### config.mk
export PLATFORM = sky130hd
export DESIGN_NAME = fsk_tone_and_frame_detector_top
export DESIGN_NICKNAME = d
export VERILOG_FILES = /design/src/rtl/ftfd_pkg.sv /design/src/rtl/ftfd_cfg.sv /design/src/rtl/fsk_tone_and_frame_detector_top.sv
export SDC_FILE = /design/constraint.sdc
export NUM_CORES = 2
export LEC_CHECK = 0
export BUFFER_PORTS_ARGS = -buffer_cell sky130_fd_sc_hd__buf_4
export CAP_MARGIN = 20
export CORE_MARGIN = 2
export CORE_UTILIZATION = 35
export DETAILED_ROUTE_END_ITERATION = 12
export GPL_ROUTABILITY_DRIVEN = 1
export GPL_TIMING_DRIVEN = 0
export SYNTH_ARGS = -nofsm -noshare
export SYNTH_HDL_FRONTEND = slang
export SYNTH_SLANG_ARGS = --single-unit
### constraint.sdc
create_clock -name clk -period 8.45 [get_ports clk]
set_input_delay 0.845 -clock clk [delete_from_list [all_inputs] [get_ports clk]]
set_output_delay 0.845 -clock clk [all_outputs]
set_load 0.02 [all_outputs]
### src/rtl/ftfd_pkg.sv
// Shared constants, codes and types for the FSK tone and frame detector.
package ftfd_pkg;

  localparam int unsigned LEVEL_W         = 16;
  localparam int unsigned GAIN_FRAC       = 12;
  localparam int unsigned FRAME_BITS      = 16;
  localparam int unsigned TONE_WINDOW_DEF = 7;

  localparam logic [15:0] SYNC_MASK = 16'hF800;
  localparam logic [15:0] SYNC_WORD = 16'h7000;

  localparam logic [15:0] GAIN_RST      = 16'd5734;
  localparam logic [15:0] THRESHOLD_RST = 16'd819;
  localparam logic [15:0] RATIO_SQ_RST  = 16'd2621;
  localparam logic [7:0]  LOSS_BITS_RST = 8'd14;

  localparam int unsigned CFG_ADDR_W = 4;

  // register index, paddr[3:2]
  localparam logic [1:0] REG_GAIN      = 2'd0;
  localparam logic [1:0] REG_THRESHOLD = 2'd1;
  localparam logic [1:0] REG_RATIO_SQ  = 2'd2;
  localparam logic [1:0] REG_LOSS_BITS = 2'd3;

  // tone_event codes
  localparam logic [1:0] EV_NONE   = 2'd0;
  localparam logic [1:0] EV_DETECT = 2'd1;
  localparam logic [1:0] EV_LOST   = 2'd2;

  typedef struct packed {
    logic [15:0] level_gain;
    logic [15:0] level_threshold;
    logic [15:0] spread_ratio_sq;
    logic [7:0]  loss_bits;
  } cfg_t;

endpackage

### src/rtl/ftfd_cfg.sv
// APB configuration registers of the FSK tone and frame detector.
module ftfd_cfg (
  input  logic                             clk,
  input  logic                             rst,
  input  logic                             psel,
  input  logic                             penable,
  input  logic                             pwrite,
  input  logic [ftfd_pkg::CFG_ADDR_W-1:0]  paddr,
  input  logic [31:0]                      pwdata,
  output logic [31:0]                      prdata,
  output logic                             pready,
  output ftfd_pkg::cfg_t                   cfg
);

  logic       wr_en;
  logic [1:0] reg_idx;

  assign pready  = 1'b1;
  assign wr_en   = psel & penable & pwrite;
  assign reg_idx = paddr[3:2];

  always_ff @(posedge clk) begin
    if (rst) begin
      cfg.level_gain      <= ftfd_pkg::GAIN_RST;
      cfg.level_threshold <= ftfd_pkg::THRESHOLD_RST;
      cfg.spread_ratio_sq <= ftfd_pkg::RATIO_SQ_RST;
      cfg.loss_bits       <= ftfd_pkg::LOSS_BITS_RST;
    end else if (wr_en) begin
      case (reg_idx)
        ftfd_pkg::REG_GAIN:      cfg.level_gain      <= pwdata[15:0];
        ftfd_pkg::REG_THRESHOLD: cfg.level_threshold <= pwdata[15:0];
        ftfd_pkg::REG_RATIO_SQ:  cfg.spread_ratio_sq <= pwdata[15:0];
        ftfd_pkg::REG_LOSS_BITS: cfg.loss_bits       <= pwdata[7:0];
        default: ;
      endcase
    end
  end

  always_comb begin
    case (reg_idx)
      ftfd_pkg::REG_GAIN:      prdata = {16'd0, cfg.level_gain};
      ftfd_pkg::REG_THRESHOLD: prdata = {16'd0, cfg.level_threshold};
      ftfd_pkg::REG_RATIO_SQ:  prdata = {16'd0, cfg.spread_ratio_sq};
      ftfd_pkg::REG_LOSS_BITS: prdata = {24'd0, cfg.loss_bits};
      default:                 prdata = 32'd0;
    endcase
  end

endmodule

### src/rtl/fsk_tone_and_frame_detector_top.sv
// Top level: FSK continuous-tone and 16-bit frame detector.
//
// Each item carries one demodulated bit and its level. The level is scaled by
// level_gain, stored in a tone window of TONE_WINDOW levels and a frame window
// of 16 levels, and both windows are then checked for threshold and level
// spread by a shared multiplier stepped by a small sequencer, plus a multiply
// by the constant window length. From acceptance until s_tready returns, the
// sequencer scales and stores the level, then for each of the two windows
// steps through the window entries and the spread arithmetic (drain, square,
// N*Q, ratio high, compare), and last forms the result. s_tready is high
// only while the sequencer is idle. One result item comes out per input item
// and is held in an output register, so the next item is accepted while the
// result waits; the sequencer stalls in its last state for as long as the
// previous result is still unaccepted. Configuration registers are read while
// an item is processed, so a write takes effect at once, also mid-item.
module fsk_tone_and_frame_detector_top #(
  parameter int unsigned TONE_WINDOW = ftfd_pkg::TONE_WINDOW_DEF
) (
  input  logic                            clk,
  input  logic                            rst,
  // input item
  input  logic                            s_tvalid,
  output logic                            s_tready,
  input  logic [23:0]                     s_tdata,  // rx_bit, raw_level[15:0], zero pad
  // result item
  output logic                            m_tvalid,
  input  logic                            m_tready,
  output logic [23:0]                     m_tdata,  // tone_event[1:0], tone_value,
                                                    // frame_valid, frame_word[15:0], pad
  // configuration
  input  logic                            psel,
  input  logic                            penable,
  input  logic                            pwrite,
  input  logic [ftfd_pkg::CFG_ADDR_W-1:0] paddr,
  input  logic [31:0]                     pwdata,
  output logic [31:0]                     prdata,
  output logic                            pready
);

  localparam int unsigned FB    = ftfd_pkg::FRAME_BITS;
  localparam int unsigned NMAX  = (TONE_WINDOW > FB) ? TONE_WINDOW : FB;
  localparam int unsigned IDX_W = $clog2(NMAX);
  localparam int unsigned TP_W  = $clog2(TONE_WINDOW);
  localparam int unsigned FP_W  = $clog2(FB);
  localparam int unsigned LW    = ftfd_pkg::LEVEL_W;
  localparam int unsigned S_W   = LW + $clog2(NMAX);  // window sum
  localparam int unsigned Q_W   = S_W + LW;           // window sum of squares
  localparam int unsigned V_W   = 2 * S_W;            // product / variance term
  localparam int unsigned R_W   = V_W + 16;           // compare width

  typedef enum logic [3:0] {
    ST_IDLE, ST_GAIN, ST_STORE, ST_ELEM, ST_DRAIN,
    ST_SQR, ST_NQ, ST_RHI, ST_CMP, ST_DONE
  } state_t;

  typedef enum logic [1:0] {
    HELD_NONE = 2'd0,
    HELD_F0   = 2'd1,
    HELD_F1   = 2'd2
  } held_t;

  ftfd_pkg::cfg_t cfg;

  ftfd_cfg u_cfg (
    .clk     (clk),
    .rst     (rst),
    .psel    (psel),
    .penable (penable),
    .pwrite  (pwrite),
    .paddr   (paddr),
    .pwdata  (pwdata),
    .prdata  (prdata),
    .pready  (pready),
    .cfg     (cfg)
  );

  state_t               state;
  logic                 bit_q;
  logic [LW-1:0]        raw_q;
  logic [V_W-1:0]       mp;
  logic [LW-1:0]        tone_levels [TONE_WINDOW];
  logic [LW-1:0]        frame_levels [FB];
  logic [TP_W-1:0]      tpos;
  logic [FP_W-1:0]      fpos;
  logic [TONE_WINDOW-1:0] tone_bits;
  logic [FB-1:0]        frame_bits;
  logic                 win;       // 0 tone window, 1 frame window
  logic [IDX_W-1:0]     idx;
  logic [S_W-1:0]       sum;
  logic [Q_W-1:0]       sumsq;
  logic                 fail;
  logic [V_W-1:0]       var_q;
  logic [S_W-1:0]       ss_hi;
  logic [V_W-1:0]       rlo;
  logic                 tone_ok;
  logic                 frame_ok;
  held_t                held;
  logic [7:0]           bad_count;
  logic [1:0]           tone_event;
  logic                 tone_value;
  logic                 frame_valid;
  logic [FB-1:0]        frame_word;

  // shared multiplier operands
  logic [S_W-1:0]       mul_a;
  logic [S_W-1:0]       mul_b;
  logic [V_W-1:0]       mul_p;

  logic [LW-1:0]        lvl;
  logic [LW-1:0]        cur_v;
  logic                 last_idx;
  logic [V_W-1:0]       nq;
  logic [V_W-1:0]       var_d;
  logic [R_W-1:0]       lhs;
  logic [R_W-1:0]       rhs;
  logic                 win_ok;
  logic                 out_load;
  logic                 tone_match;
  logic                 good;
  logic [7:0]           bad_inc;
  held_t                held_bit;
  logic [1:0]           ev_d;

  assign s_tready = (state == ST_IDLE);
  assign m_tdata  = {4'd0, frame_word, frame_valid, tone_value, tone_event};

  always_comb begin
    case (state)
      ST_GAIN: begin
        mul_a = S_W'(raw_q);
        mul_b = S_W'(cfg.level_gain);
      end
      ST_ELEM: begin
        mul_a = S_W'(cur_v);
        mul_b = S_W'(cur_v);
      end
      ST_SQR: begin
        mul_a = sum;
        mul_b = sum;
      end
      ST_NQ: begin
        mul_a = mp[S_W-1:0];
        mul_b = S_W'(cfg.spread_ratio_sq);
      end
      ST_RHI: begin
        mul_a = ss_hi;
        mul_b = S_W'(cfg.spread_ratio_sq);
      end
      default: begin
        mul_a = '0;
        mul_b = '0;
      end
    endcase
  end

  assign mul_p = mul_a * mul_b;

  // normalized level, saturated to 16 bits
  assign lvl = (|mp[V_W-1:LW+ftfd_pkg::GAIN_FRAC]) ? {LW{1'b1}}
             : mp[LW+ftfd_pkg::GAIN_FRAC-1:ftfd_pkg::GAIN_FRAC];

  assign cur_v    = win ? frame_levels[idx[FP_W-1:0]] : tone_levels[idx[TP_W-1:0]];
  assign last_idx = win ? (idx == IDX_W'(FB - 1)) : (idx == IDX_W'(TONE_WINDOW - 1));

  // N*Q by a constant window length; mp holds S*S in this step
  assign nq    = win ? (V_W'(sumsq) * V_W'(FB)) : (V_W'(sumsq) * V_W'(TONE_WINDOW));
  assign var_d = (nq >= mp) ? (nq - mp) : '0;

  assign lhs    = R_W'(var_q) << 16;
  assign rhs    = (R_W'(mp) << S_W) + R_W'(rlo);
  assign win_ok = !fail && !(lhs > rhs);

  assign out_load   = (state == ST_DONE) && (!m_tvalid || m_tready);
  assign tone_match = bit_q ? (&tone_bits) : ~(|tone_bits);
  assign good       = tone_match && tone_ok;
  assign bad_inc    = bad_count + 8'd1;
  assign held_bit   = bit_q ? HELD_F1 : HELD_F0;

  always_comb begin
    ev_d = ftfd_pkg::EV_NONE;
    if (good) begin
      if (held != held_bit) ev_d = ftfd_pkg::EV_DETECT;
    end else if (held != HELD_NONE && bad_inc == cfg.loss_bits) begin
      ev_d = ftfd_pkg::EV_LOST;
    end
  end

  always_ff @(posedge clk) begin
    mp <= mul_p;
    if (rst) begin
      state      <= ST_IDLE;
      tpos       <= '0;
      fpos       <= '0;
      tone_bits  <= '0;
      frame_bits <= '0;
      held       <= HELD_NONE;
      bad_count  <= '0;
      m_tvalid   <= 1'b0;
      for (int i = 0; i < int'(TONE_WINDOW); i++) tone_levels[i] <= '0;
      for (int i = 0; i < int'(FB); i++) frame_levels[i] <= '0;
    end else begin
      if (out_load) m_tvalid <= 1'b1;
      else if (m_tready) m_tvalid <= 1'b0;
      case (state)
        ST_IDLE: begin
          if (s_tvalid) begin
            bit_q <= s_tdata[0];
            raw_q <= s_tdata[16:1];
            state <= ST_GAIN;
          end
        end
        ST_GAIN: state <= ST_STORE;
        ST_STORE: begin
          tone_levels[tpos]  <= lvl;
          frame_levels[fpos] <= lvl;
          tpos       <= (tpos == TP_W'(TONE_WINDOW - 1)) ? '0 : tpos + TP_W'(1);
          fpos       <= fpos + FP_W'(1);
          tone_bits  <= {tone_bits[TONE_WINDOW-2:0], bit_q};
          frame_bits <= {frame_bits[FB-2:0], bit_q};
          win   <= 1'b0;
          idx   <= '0;
          sum   <= '0;
          sumsq <= '0;
          fail  <= 1'b0;
          state <= ST_ELEM;
        end
        ST_ELEM: begin
          if (cur_v < cfg.level_threshold) fail <= 1'b1;
          sum <= sum + S_W'(cur_v);
          // mp holds the square of the previous entry
          if (idx != '0) sumsq <= sumsq + Q_W'(mp);
          idx <= idx + IDX_W'(1);
          if (last_idx) state <= ST_DRAIN;
        end
        ST_DRAIN: begin
          sumsq <= sumsq + Q_W'(mp);
          state <= ST_SQR;
        end
        ST_SQR: state <= ST_NQ;
        ST_NQ: begin
          var_q <= var_d;
          ss_hi <= mp[V_W-1:S_W];
          state <= ST_RHI;
        end
        ST_RHI: begin
          rlo   <= mp;
          state <= ST_CMP;
        end
        ST_CMP: begin
          if (!win) begin
            tone_ok <= win_ok;
            win     <= 1'b1;
            idx     <= '0;
            sum     <= '0;
            sumsq   <= '0;
            fail    <= 1'b0;
            state   <= ST_ELEM;
          end else begin
            frame_ok <= win_ok;
            state    <= ST_DONE;
          end
        end
        ST_DONE: begin
          if (out_load) begin
            if (good) begin
              bad_count <= '0;
              held      <= held_bit;
            end else if (held != HELD_NONE) begin
              bad_count <= bad_inc;
              if (bad_inc == cfg.loss_bits) held <= HELD_NONE;
            end
            tone_event  <= ev_d;
            tone_value  <= (ev_d == ftfd_pkg::EV_DETECT) ? bit_q : 1'b0;
            frame_valid <= ((frame_bits & ftfd_pkg::SYNC_MASK) == ftfd_pkg::SYNC_WORD)
                           && frame_ok;
            frame_word  <= frame_bits;
            state       <= ST_IDLE;
          end
        end
        default: state <= ST_IDLE;
      endcase
    end
  end

  // a new item is never taken back to back
  a_no_back_to_back: assert property (@(posedge clk) disable iff (rst)
    (s_tvalid && s_tready) |=> !s_tready)
    else $error("item accepted while sequencer busy");

  // a reported frame always carries the sync pattern
  a_frame_sync: assert property (@(posedge clk) disable iff (rst)
    (m_tvalid && m_tdata[3]) |-> (m_tdata[19:15] == 5'b01110))
    else $error("frame reported without sync pattern");

  // a loss event drops the held tone
  a_loss_clears: assert property (@(posedge clk) disable iff (rst)
    (out_load && ev_d == ftfd_pkg::EV_LOST) |=> (held == HELD_NONE))
    else $error("tone loss did not clear held tone");

  // a detection leaves the detected tone held
  a_detect_holds: assert property (@(posedge clk) disable iff (rst)
    (out_load && ev_d == ftfd_pkg::EV_DETECT) |=> (held != HELD_NONE && tone_value == bit_q))
    else $error("tone detection not held");

endmodule
**Word level (Yosys, flattened, before mapping)**

Memories as Yosys holds them, arrays and structs flattened. A register that Yosys moved wholly into a read port is not among the register bits.
Cells that the tools add are included.

- Register bits: 342
- Memory bits (writable): 368
- Input port bits: 67
- Output and inout port bits: 59
- Word-level logic and storage cells: 165
- Memories kept: 2

Memory list:

| name | depth | width | read ports | clocked after Yosys merged registers in | write ports | line | text |
|---|---|---|---|---|---|---|---|
| frame_levels | 16 | 16 | 1 | 1 | 16 | fsk_tone_and_frame_detector_top.sv:82 | `logic [LW-1:0] frame_levels [FB];` |
| tone_levels | 7 | 16 | 1 | 1 | 7 | fsk_tone_and_frame_detector_top.sv:81 | `logic [LW-1:0] tone_levels [TONE_WINDOW];` |

- Add/subtract/negate cells: 8
- Multiply operators: 2
- $lt $le $gt $ge: 3
- Equality and inequality tests: 25
- Muxes and demuxes: 49
- Bitwise logic cells: 5
- Reductions and logical operators: 42

Operator list:

| operator | number |
|---|---|
| $pmux W36 S4 | 1 |
| $pmux W32 S4 | 1 |
| $pmux W20 S5 | 1 |
| $pmux W20 S4 | 1 |
| $mux W36 | 2 |
| $mux W16 | 4 |
| $pmux W20 S3 | 1 |
| $add A56 B40 Y56 | 1 |
| $gt A56 B56 Y1 | 1 |
| $ge A40 B40 Y1 | 1 |
| $mul A20 B20 Y40 | 1 |
| $mux W40 | 1 |
| $pmux W4 S10 | 1 |
| $sub A40 B40 Y40 | 1 |
| $mul A36 B3 Y39 const B | 1 |
| $add A36 B36 Y36 | 1 |
| $reduce_or A16 Y1 | 2 |
| $mux W4 | 7 |
| $reduce_and A3 Y1 | 7 |
| $add A20 B16 Y20 | 1 |
| $eq A4 B3 Y1 const B | 5 |
| $mux W20 | 1 |
| $lt A16 B16 Y1 | 1 |
| $mux W8 | 2 |
| 35 further kinds | 88 |

**Depth between registers and ports, before layout**

- Depth after elaboration: 6
- Gate-level depth with buffers: 37
- Mapped depth without buffers: 32

**By module**

A second synthesis with hierarchy kept.

- Cells, all modules: 5090
- Area, all modules: 53074.7 sq um

Modules (own cells, without submodules):

| module | instances | cells an instance | area an instance (sq um) | seq. area each (sq um) |
|---|---|---|---|---|
| fsk_tone_and_frame_detector_top | 1 | 4816 | 50251.9 | 19048.3 |
| ftfd_cfg | 1 | 274 | 2822.7 | 1121.1 |

**Worst setup path after synthesis**

OpenSTA, ideal clock, no wires.

- Path type: register to register
- Start: reg (tool-made name)
- End: reg mp[36]
- Setup time: 62 ps
- Data arrival time: 8906 ps
- Data required time: 8388 ps
- Path slack: -518 ps
- Cell stages (with the launch flop): 34
- Path buffers: 5
- Period minus slack after synthesis: 8968 ps
- Cells stage by stage: dfxtp_1 buf_6 buf_6 buf_6 buf_6 buf_2 mux4_2 mux2i_1 o21ai_1 a22o_1 a221oi_2 nor2_1 fa_1 inv_1 fa_1 fa_1 fa_1 inv_1 fa_1 fa_1 inv_1 fa_1 inv_1 ha_1 a211oi_1 o21ai_0 a21o_1 a2111o_1 o22ai_1 o21a_1 o21bai_1 a21o_1 a311o_1 nand3_1

RTL lines:

| element | line | text |
|---|---|---|
| to (signal assigned) | fsk_tone_and_frame_detector_top.sv:189 | `mp <= mul_p;` |
| to (decl) | fsk_tone_and_frame_detector_top.sv:80 | `logic [V_W-1:0] mp;` |

==> run summary <==
LAYOUT
-----------------------------------------------------------------------------
Total of fill cells in the finished design .....................        14300
Share of layout cells above drive strength 1 ...................        14.6%
Synth-to-layout area growth ....................................        17.3%
Filler-free cell count of the finished design ..................         7487
Number of nets in the finished design ..........................         6192
Fin util .......................................................        41.2%

PWR
-----------------------------------------------------------------------------
Worst vdd ir ...................................................     0.209 mV
Static leakage .................................................      25.5 nW
Power per unit of standard cell area ...........................   240 nW/um2

LOGIC SYNTHESIS
-----------------------------------------------------------------------------
Synth Register Bits ............................................          723
Most area-consuming cells after synthesis ...................... sky130_fd_sc_hd__edfxtp_1 33%, sky130_fd_sc_hd__fa_1 14%, sky130_fd_sc_hd__ha_1 8.6%
Netlist Area Pre-Place .........................................    52500 um2
Yosys warning count ............................................            0
Yosys top cell area share ......................................        32.5%
Mean instance size in the synthesized netlist ..................     10.4 um2
Synth Flop Type ................................................ sky130_fd_sc_hd__edfxtp_1
Instance count of the mapped netlist ...........................         5072
Portion of the post-synthesis area used by sequential elements .        38.4%
Cell taking the most area after synthesis ...................... sky130_fd_sc_hd__edfxtp_1
Unique masters post-synth ......................................           83
Number of synthesized flops with an enable pin .................          569
Async set-reset flop share out of synthesis ....................           0%

CRITICAL PATH
-----------------------------------------------------------------------------
Worst setup path class .........................................   reg -> reg
Crit Path Max Fanout ...........................................            7
CP most frequent cell .......................................... sky130_fd_sc_hd__fa_1
Startpoint types ...............................................         flop
Number of buffer and inverter stages on the critical path ......           10
Slowest cell delay on critical path ............................      0.55 ns
Slowest cell on the critical path .............................. sky130_fd_sc_hd__fa_1
Arrival time of the worst setup path ...........................      9.81 ns
Required time reported for the critical path endpoint ..........      9.03 ns
Kind of end point of the critical path .........................         flop
Largest delay share family, worst path .........................  adder cells

STA
-----------------------------------------------------------------------------
Final Hold Violating Endpoints .................................            0
Final hold slack ...............................................     0.375 ns
Post-route clock period utilization ............................         109%
Pins over their slew limit .....................................            0
Final number of setup-violating endpoints ......................           21
F_max ..........................................................      108 MHz
Setup repair after global routing missed its margin ............          yes
Final worst clock skew .........................................    0.0573 ns
Slew at the pin with the worst max-slew slack ..................      1.12 ns
Max_slew headroom ..............................................        24.8%
Min Tclk post-route ............................................      9.23 ns
Final WS setup .................................................    -0.779 ns

GLOBAL ROUTING
-----------------------------------------------------------------------------
Via count of the first global-routing pass .....................        40000
First-pass GRT wire length .....................................    253000 um
Antenna violations before repair ...............................            5
All-Layer GR Usage .............................................        22.0%
Total overflow reported by the global router ...................            0
Maximum number of pins on one net before global-route repair ...           32

CTS
-----------------------------------------------------------------------------
H-tree level count .............................................            3
Number of buffers on the longest clock path ....................            3
Clock sink count ...............................................          723
Clock tree from TritonCTS ......................................          yes
Clock slew at reported path FFs ................................      0.06 ns
Inserted Clock Buffers .........................................           81
Skew-Pair Late Insertion Delay .................................      0.69 ns
Root buffer cell ............................................... sky130_fd_sc_hd__clkbuf_16

DRT
-----------------------------------------------------------------------------
Routed length per instance .....................................      22.6 um
Length of the first detailed-routing pass in iterations ........            6
Vias per cell ..................................................         5.35
Antenna Violating Nets Remaining ...............................            0
Total routed wirelength ........................................    169000 um
Detailed-route via count .......................................        40000
Count of unresolved DRC violations after routing ...............            0
Detailed Route Iter0 Violations ................................         3750

WORST HOLD PATH
-----------------------------------------------------------------------------
Class of the tightest hold or removal check ....................    in -> reg

DIE
-----------------------------------------------------------------------------
Die width ......................................................       391 um
Initial Util ...................................................        35.1%
Number of standard-cell rows in the floorplan ..................          142
Chip Height ....................................................       391 um
Die Footprint ..................................................   153000 um2
Io pins ........................................................          126
Core Footprint .................................................   149000 um2

PLACE
-----------------------------------------------------------------------------
Buffers on Ports ...............................................           78
Detail Placement HPWL ..........................................    127000 um
Number of placed instances with taps included ..................         7200
Global placer's final weighted congestion ......................        0.931
Post-placement worst setup slack ...............................     -2.48 ns

OUTCOME
-----------------------------------------------------------------------------
Result of the run .............................................. complete, but fails checks
Violations in the final reports ................................ negative setup slack

FLOW RUN
-----------------------------------------------------------------------------
Max Cap Viol ...................................................            0

-- cell usage after synthesis (44+ instances only) --
cell type and count:
sky130_fd_sc_hd__dfxtp_1 154, sky130_fd_sc_hd__xor2_1 76, sky130_fd_sc_hd__nand4_1 44, sky130_fd_sc_hd__nor2_1 737
sky130_fd_sc_hd__nand3_1 92, sky130_fd_sc_hd__edfxtp_1 569, sky130_fd_sc_hd__ha_1 361, sky130_fd_sc_hd__xnor2_1 111
sky130_fd_sc_hd__nor3_1 46, sky130_fd_sc_hd__nor2b_1 45, sky130_fd_sc_hd__o21ai_0 143, sky130_fd_sc_hd__clkbuf_1 179
sky130_fd_sc_hd__a21oi_1 213, sky130_fd_sc_hd__inv_1 514, sky130_fd_sc_hd__fa_1 360, sky130_fd_sc_hd__a21o_1 118
sky130_fd_sc_hd__nand2_1 548, sky130_fd_sc_hd__and2_1 44, sky130_fd_sc_hd__mux4_2 120
-- flip-flops by register name, indices dropped and copies added (netlist names), 20 cells and up, named ones only --
register,flops
frame_levels,256
tone_levels,128
u_cfg.cfg,56
mp,40
rlo,40
var_q,40
sumsq,36
ss_hi,20
sum,20
-- layout make-up --
cell class	count	area (um2)	share of cell area, %
diodes	1	2.50	0.00406
plain buffers	269	1620	2.64
clock buffers	102	2190	3.55
clock inverters	47	510	0.829
inverters	518	1950	3.17
multi-input cells	3577	30400	49.4
flip-flops and latches	723	20200	32.7
well taps	2016	2520	4.09
repair buffers	234	2210	3.59
-- power breakdown --
| part | total [W] | leakage, nW | switching, W | internal (W) |
|---|---|---|---|---|
| Sequential | 0.00444 | 6.90 | 0.000320 | 0.00412 |
| Clock | 0.00363 | 1.32 | 0.00156 | 0.00207 |
| Combinational | 0.00673 | 17.3 | 0.00410 | 0.00263 |
-- worst paths after layout --
check             slack (ns)              to      startpoint  cells after the start
setup / recovery       -0.78          mp[32]            flop                     34
setup reg to reg       -0.78          mp[32]            flop                     34
hold / removal          0.37           bit_q      s_tdata[0]                      1
hold reg to reg         0.46  frame_word[10]  frame_bits[10]                      0
-- layer usage --
layer | GRT usage, % | wire length [um] | vias to the layer above
met1 | 29.7 | 70000 | 20100
li1 | - | - | 18100
met4 | 8.20 | 6360 | 4
met5 | 0 | 24 | -
met3 | 3.94 | 14200 | 301
met2 | 35.3 | 78700 | 1578
-- cells by family after synthesis --
group,Yosys count,share of synthesized area [%]
DFF,723,38.4
other,2,0.0143
AOI/OAI and AO/OA,788,10.2
muxes,161,5.94
adders and majority gates,721,22.3
buffers and inverters,791,6.05
and+or+nand+nor,1699,13.9
xor gates and xnor gates,187,3.12
-- per-stage QoR --
stage / area, um2 / power, W / TNS (ns)
floorplan: 52800 / 0.00861 / -0.0214
global placement: 55900 / 0.0105 / -69.76
detailed placement: 56100 / 0.0105 / -54.34
CTS: 61000 / 0.0147 / -10.68
global route: 61600 / 0.0156 / -16.71
finish: 61600 / 0.0148 / -11.09
-- what timing repair did --
| item | 4_1_cts | 5_1_grt |
|---|---|---|
| hold buffers | 0 | 0 |
| gates resized for setup | 281 | 64 |
| endpoints found under the setup margin | 31 | 27 |
| pin swaps | 88 | 60 |
| setup buffers | 102 | 36 |
| gates cloned | 2 | 0 |
-- worst reg2reg max path: cells and delay by family (launching register included) --
| kind | cells | cell delay (ns) |
|---|---|---|
| buffers and inverters | 10 | 1.09 |
| AOI/OAI and AO/OA | 11 | 2.67 |
| xor gates and xnor gates | 1 | 0.17 |
| muxes | 2 | 1.04 |
| and+or+nand+nor | 2 | 0.17 |
| DFF | 1 | 0.32 |
| adders and majority gates | 8 | 3.72 |
-- cell usage in the layout (no fill, tap or decap), types with 71 or more instances in the layout --
cell type / netlist / layout
sky130_fd_sc_hd__nor2_1: 737 / 729
sky130_fd_sc_hd__nand3_1: 92 / 89
sky130_fd_sc_hd__clkbuf_1: 179 / 168
sky130_fd_sc_hd__clkbuf_16: 0 / 82
sky130_fd_sc_hd__mux4_2: 120 / 120
sky130_fd_sc_hd__xor2_1: 76 / 71
sky130_fd_sc_hd__a21o_1: 118 / 118
sky130_fd_sc_hd__o21ai_0: 143 / 133
sky130_fd_sc_hd__nand2_1: 548 / 532
sky130_fd_sc_hd__edfxtp_1: 569 / 569
sky130_fd_sc_hd__buf_4: 25 / 218
sky130_fd_sc_hd__inv_1: 514 / 498
sky130_fd_sc_hd__xnor2_1: 111 / 96
sky130_fd_sc_hd__ha_1: 361 / 347
sky130_fd_sc_hd__a21oi_1: 213 / 200
sky130_fd_sc_hd__dfxtp_1: 154 / 153
sky130_fd_sc_hd__fa_1: 360 / 355
No activity file was read; power rests on OpenSTA's default activity.
